[config.mk]
export PLATFORM = sky130hd
export DESIGN_NAME = kmsa_ctrl
export DESIGN_NICKNAME = d
export VERILOG_FILES = /design/src/hdl/kmsa_pkg.sv /design/src/hdl/kmsa_ctrl.sv
export SDC_FILE = /design/constraint.sdc
export NUM_CORES = 1
export LEC_CHECK = 0
export ABC_AREA = 0
export BUFFER_PORTS_ARGS = -buffer_cell sky130_fd_sc_hd__buf_2
export CAP_MARGIN = 20
export CORE_AREA = 2 2 39 41
export DETAILED_ROUTE_END_ITERATION = 10
export DIE_AREA = 0 0 41 43
export PLACE_DENSITY_LB_ADDON = 0.25
export REMOVE_ABC_BUFFERS = 1
export SYNTH_ARGS = -nofsm -noshare
export SYNTH_HDL_FRONTEND = slang
export SYNTH_SLANG_ARGS = --single-unit
[constraint.sdc]
create_clock -name clk -period 1.1 [get_ports clk]
set_input_delay 0.055 -clock clk [delete_from_list [all_inputs] [get_ports clk]]
set_output_delay 0.055 -clock clk [all_outputs]
set_load 0.02 [all_outputs]
[src/hdl/kmsa_pkg.sv]
// ----------------------------------------------------------------------------
// kmsa_pkg: shared types and constants for the keyed map slot allocator
// Sizes, opcodes, status codes, register indexes and controller commands.
// ----------------------------------------------------------------------------
package kmsa_pkg;

    localparam int MAP_SLOTS   = 64;
    localparam int NUM_MAPS    = 4;
    localparam int KEY_BITS    = 64;
    localparam int SLOT_W      = $clog2(MAP_SLOTS);
    localparam int MAP_W       = (NUM_MAPS > 1) ? $clog2(NUM_MAPS) : 1;
    localparam int NSLOTS      = NUM_MAPS * MAP_SLOTS;
    localparam int IDX_W       = $clog2(NSLOTS);
    localparam int CNT_W       = SLOT_W + 1;

    localparam logic [1:0] OP_UPDATE = 2'd0;
    localparam logic [1:0] OP_LOOKUP = 2'd1;
    localparam logic [1:0] OP_DELETE = 2'd2;
    localparam logic [1:0] OP_CLEAR  = 2'd3;

    localparam logic [1:0] ST_DONE     = 2'd0;
    localparam logic [1:0] ST_FULL     = 2'd1;
    localparam logic [1:0] ST_NOTFOUND = 2'd2;

    localparam logic [1:0] REG_REGION_BASE = 2'd0;
    localparam logic [1:0] REG_VALUE_BYTES = 2'd1;
    localparam logic [1:0] REG_ENTRY_LIMIT = 2'd2;

    typedef struct packed {
        logic [1:0]  opcode;
        logic [1:0]  map_select;
        logic [63:0] key_word;
        logic [63:0] value_word;
    } req_t;

    typedef struct packed {
        logic [1:0]  status;
        logic        was_present;
        logic [5:0]  slot_out;
        logic [16:0] byte_offset;
        logic [63:0] value_out;
    } rsp_t;

    typedef struct packed {
        logic [15:0] region_base;
        logic [3:0]  value_bytes;
        logic [6:0]  entry_limit;
    } cfg_t;

    // controller to datapath
    typedef struct packed {
        logic load;      // capture request
        logic scan;      // walk key store one slot per cycle
        logic decide;    // evaluate outcome, issue writes
        logic finish;    // load output register
    } cmd_t;

    // datapath to controller
    typedef struct packed {
        logic scan_done;
    } sts_t;

endpackage

[src/hdl/kmsa_ctrl.sv]
// ----------------------------------------------------------------------------
// kmsa_ctrl: request sequencer
// Accepts a request, runs the key scan, decides, and presents the result.
// ----------------------------------------------------------------------------
module kmsa_ctrl
    import kmsa_pkg::*;
(
    input  logic clk,
    input  logic rst_n,
    input  logic in_valid,
    output logic in_ready,
    output logic out_valid,
    input  logic out_ready,
    output cmd_t cmd,
    input  sts_t sts
);
    typedef enum logic [2:0] {S_IDLE, S_SCAN, S_WAIT, S_DECIDE, S_OUT} state_t;

    state_t state_reg, state_next;
    logic   out_valid_reg, out_valid_next;

    // accept while idle; a held result waits in the output register meanwhile
    assign in_ready  = (state_reg == S_IDLE);
    assign out_valid = out_valid_reg;

    always_comb
    begin
        state_next     = state_reg;
        out_valid_next = out_valid_reg;
        cmd            = '0;
        if (out_valid_reg && out_ready)
        begin
            out_valid_next = 1'b0;
        end
        unique case (state_reg)
            S_IDLE:
            begin
                if (in_valid && in_ready)
                begin
                    cmd.load   = 1'b1;
                    state_next = S_SCAN;
                end
            end
            S_SCAN:
            begin
                cmd.scan = 1'b1;
                if (sts.scan_done)
                begin
                    state_next = S_WAIT;
                end
            end
            S_WAIT:
            begin
                state_next = S_DECIDE;
            end
            S_DECIDE:
            begin
                cmd.decide = 1'b1;
                state_next = S_OUT;
            end
            S_OUT:
            begin
                if (!out_valid_reg || out_ready)
                begin
                    cmd.finish     = 1'b1;
                    out_valid_next = 1'b1;
                    state_next     = S_IDLE;
                end
            end
            default:
            begin
                state_next = S_IDLE;
            end
        endcase
    end

    // hold state and result valid
    always_ff @(posedge clk or negedge rst_n)
    begin
        if (!rst_n)
        begin
            state_reg     <= S_IDLE;
            out_valid_reg <= 1'b0;
        end
        else
        begin
            state_reg     <= state_next;
            out_valid_reg <= out_valid_next;
        end
    end

    a_finish_only_when_free: assert property (@(posedge clk) disable iff (!rst_n)
        cmd.finish |-> (!out_valid_reg || out_ready)) else $error("result overwritten");
    a_load_in_idle: assert property (@(posedge clk) disable iff (!rst_n)
        cmd.load |-> state_reg == S_IDLE) else $error("load outside idle");
    a_finish_sets_valid: assert property (@(posedge clk) disable iff (!rst_n)
        cmd.finish |=> out_valid_reg) else $error("result lost");
endmodule

==> flow_metrics.env <==
export IMPL_max_cap_violations=0
export IMPL_post_synthesis_share_of_cell_area_spent_on_and_or_nand_and_nor_gates_pct=37.3
export IMPL_timing_hold_violations_final=0
export IMPL_gpl_final_weighted_congestion=0.595
export IMPL_cp_slowest_cell="sky130_fd_sc_hd__or3b_4"
export IMPL_worst_setup_path_start_kind="flop"
export IMPL_yosys_cell_count_top_type="sky130_fd_sc_hd__dfrtp_1"
export IMPL_wire_length_of_the_first_global_routing_pass_um=945
export IMPL_compound_gate_fraction_of_synth_area_pct=12.0
export IMPL_cts_buffers_inserted=3
export IMPL_number_of_nets_with_antenna_violations_after_detailed_routing=0
export IMPL_critical_path_max_fanout=4
export IMPL_synthDistinctLibCells=13
export IMPL_coreArea_mm2=0.00138
export IMPL_row_count=14
export IMPL_antenna_found_initial=0
export IMPL_die_height_um=43
export IMPL_power_switching_w=0.000462
export IMPL_fin_crit_sh_pct=121
export IMPL_clk_pin_slew_worst_paths_ns=0.04
export IMPL_place_detailed_instances=50
export IMPL_finalInstanceArea_um2=409
export IMPL_post_synth_mux_area_share_pct=0
export IMPL_hold_path_class="in -> reg"
export IMPL_clock_path_buffers=2
export IMPL_final_max_slew_viol_count=0
export IMPL_synth_xor_xnor_area_share_pct=0
export IMPL_worst_setup_path_type="reg -> out"
export IMPL_worst_setup_path_end_kind="output port"
export IMPL_postLayoutSetupSlackWorst_ns=-0.236
export IMPL_p_int_w=0.000734
export IMPL_run_status="finished, violations left"
export IMPL_ys_top_cells_by_area="sky130_fd_sc_hd__dfrtp_1 (51%), sky130_fd_sc_hd__or3b_1 (8.9%), sky130_fd_sc_hd__nand2b_1 (6.3%), sky130_fd_sc_hd__a21oi_1 (5.1%), sky130_fd_sc_hd__nand2_1 (3.8%)"
export IMPL_worst_ir_drop_vdd_mv=1.10
export IMPL_post_drt_via_cell_ratio=4.32
export IMPL_synth_area_leader_cell="sky130_fd_sc_hd__dfrtp_1"
export IMPL_detail_route_iter0_violations=1
export IMPL_worst_ep_required_time_ns=1.04
export IMPL_failed_checks="negative setup slack"
export IMPL_htreeDepth=1
export IMPL_finish_cell_count_without_fillers=56
export IMPL_diode_count=0
export IMPL_post_synth_edffs=0
export IMPL_dominantRegCellSynth="sky130_fd_sc_hd__dfrtp_1"
export IMPL_core_util_final_pct=29.6
export IMPL_post_dp_cell_area_um2=298
export IMPL_post_synth_inst_count=20
export IMPL_initial_core_util_pct=14.3
export IMPL_grt_setup_unrepaired="true"
export IMPL_synthesis_area_per_instance_um2=9.88
export IMPL_die_area_mm2=0.00176
export IMPL_sequential_share_of_power_pct=20.1
export IMPL_design_portCount=11
export IMPL_setup_violations=6
export IMPL_max_stage_delay_ns=0.40
export IMPL_design_final_nets=47
export IMPL_cts_tree="yes"
export IMPL_setup_total_negative_slack_ns=-0.647
export IMPL_largest_reg_flops=3
export IMPL_switching_share_of_total_power_pct=38.6
export IMPL_cellPowerDensity_mw_per_mm2=2920
export IMPL_clock_power_share_pct=14.9
export IMPL_first_global_vias=241
export IMPL_worst_slew_pin_transition_ns=0.171
export IMPL_drt_wirelength_per_cell_um=10.5
export IMPL_clk_insertion_delay_late_ns=0.23
export IMPL_worst_endpoint_arrival_ns=1.28
export IMPL_cp_num_buf_inv=1
export IMPL_timing_fmax_mhz=748
export IMPL_clock_root_buffer="sky130_fd_sc_hd__clkbuf_4"
export IMPL_synth_common_cells="sky130_fd_sc_hd__dfrtp_1 (4), sky130_fd_sc_hd__a21oi_1 (2), sky130_fd_sc_hd__nand2_1 (2), sky130_fd_sc_hd__nand2b_1 (2), sky130_fd_sc_hd__or3b_1 (2)"
export IMPL_cts_sinks=4
export IMPL_overflow=0
export IMPL_p_leak_nw=0.200
export IMPL_synth_seq_area_share_pct=50.6
export IMPL_combinational_family_with_the_most_area_after_synthesis="simple AND/OR/NAND/NOR gates"
export IMPL_maximum_number_of_pins_on_one_net_before_global_route_repair=8
export IMPL_drt_pass1_iterations=2
export IMPL_ys_seq_elements=4
export IMPL_crit_path_cell_trace="or3b_4 > nor2b_1 > buf_4"
export IMPL_post_route_drc=0
export IMPL_final_layout_size_suffix_gt1_share_pct=65.0
export IMPL_asyncSetResetFlopFracSynth_pct=100
export IMPL_synthDominantCellAreaShare_pct=50.6
export IMPL_synth_cell_area_um2=198
export IMPL_vias_after_detailed_routing=242
export IMPL_path_delay_family="simple AND/OR/NAND/NOR gates"
export IMPL_pre_cts_slack_ns=-0.0305
export IMPL_io_buffer_count=10
export IMPL_maxSlewHeadroom_pct=88.6
export IMPL_finClkSkew_ns=0.00125
export IMPL_syn_to_final_growth_pct=107
export IMPL_post_synth_fa_ha_maj_area_fraction_pct=0
export IMPL_min_clock_period_post_route_ns=1.34
export IMPL_share_comb_of_total_power_pct=65.0
export IMPL_globalRouteTotalUtil_pct=8.37
export IMPL_synth_warning_count=0
export IMPL_die_width_um=41
export IMPL_totalWireLength_um=587
[power by group through the flow]
stage,registers [W],clock network (W),logic (W)
after global placement,0.000245,0,0.000491
after floorplan,0.000286,0,0.000249
final,0.000241,0.000178,0.000778
after global routing,0.000251,0.000191,0.000840
after CTS,0.000238,0.000188,0.000632
after detailed placement,0.000246,0,0.000498
[worst reg2reg max path: stages (launching register included)]
cell and delay (ns):
sky130_fd_sc_hd__dfrtp_1 0.37, sky130_fd_sc_hd__buf_4 0.17, sky130_fd_sc_hd__or3b_1 0.38, sky130_fd_sc_hd__a21oi_2 0.14
[cell families (layout without fill, tap and decap cells)]
logic type / Yosys count / count (layout)
buf+inv: 0 / 20
simple gates: 12 / 12
flops: 4 / 4
compound gates: 4 / 4
[path summary, 6_finish.rpt]
kind                         startpoint            to  slack, ns  cells past startpoint
min in group asynchronous         rst_n     out_valid       0.16                      2
hold / removal                      sts  state_reg[1]       0.09                      3
setup / recovery           state_reg[2]        cmd[0]      -0.24                      3
setup reg to reg           state_reg[1]  state_reg[0]      -0.04                      3
max in group asynchronous         rst_n  state_reg[0]       0.82                      2
hold reg to reg               out_valid     out_valid       0.53                      2
[layer usage]
layer,vias up,global-route usage (%),wire length [µm]
li1,111,-,-
met1,118,8.47,241
met3,0,6.81,58
met2,13,11.9,287
met5,-,0,0
met4,0,4.00,0
[repair_timing]
action,CTS,global route
buffers inserted,1,1
resized for setup,10,7
endpoints found under the setup margin,7,7
pin swaps,4,1
hold buffers,1,0
endpoints found under the hold margin,4,0
[cell usage in the layout, fill, tap and decap left out, types with 2 or more instances in the layout]
cell	Yosys	final
sky130_fd_sc_hd__buf_4	0	8
sky130_fd_sc_hd__buf_6	0	3
sky130_fd_sc_hd__nand2b_1	2	2
sky130_fd_sc_hd__dfrtp_1	4	4
sky130_fd_sc_hd__clkbuf_4	0	3
sky130_fd_sc_hd__buf_2	0	5
[area by class of cell]
cell class | count | area (µm²)
fill | 153 | 975
multi-input combinational | 16 | 138
timing repair buffer | 17 | 129
sequential | 4 | 100
clock buffer | 3 | 22.5
tap | 16 | 20.0
[through the flow]
stage | power (W) | hold slack, ns
6_report | 0.00120 | 0.0889
5_1_grt | 0.00128 | 0.109
4_1_cts | 0.00106 | 0.0968
3_5_place_dp | 0.000744 | -0.133
3_3_place_gp | 0.000736 | -0.137
2_1_floorplan | 0.000535 | -0.241
(Power assumes the default switching activity.)
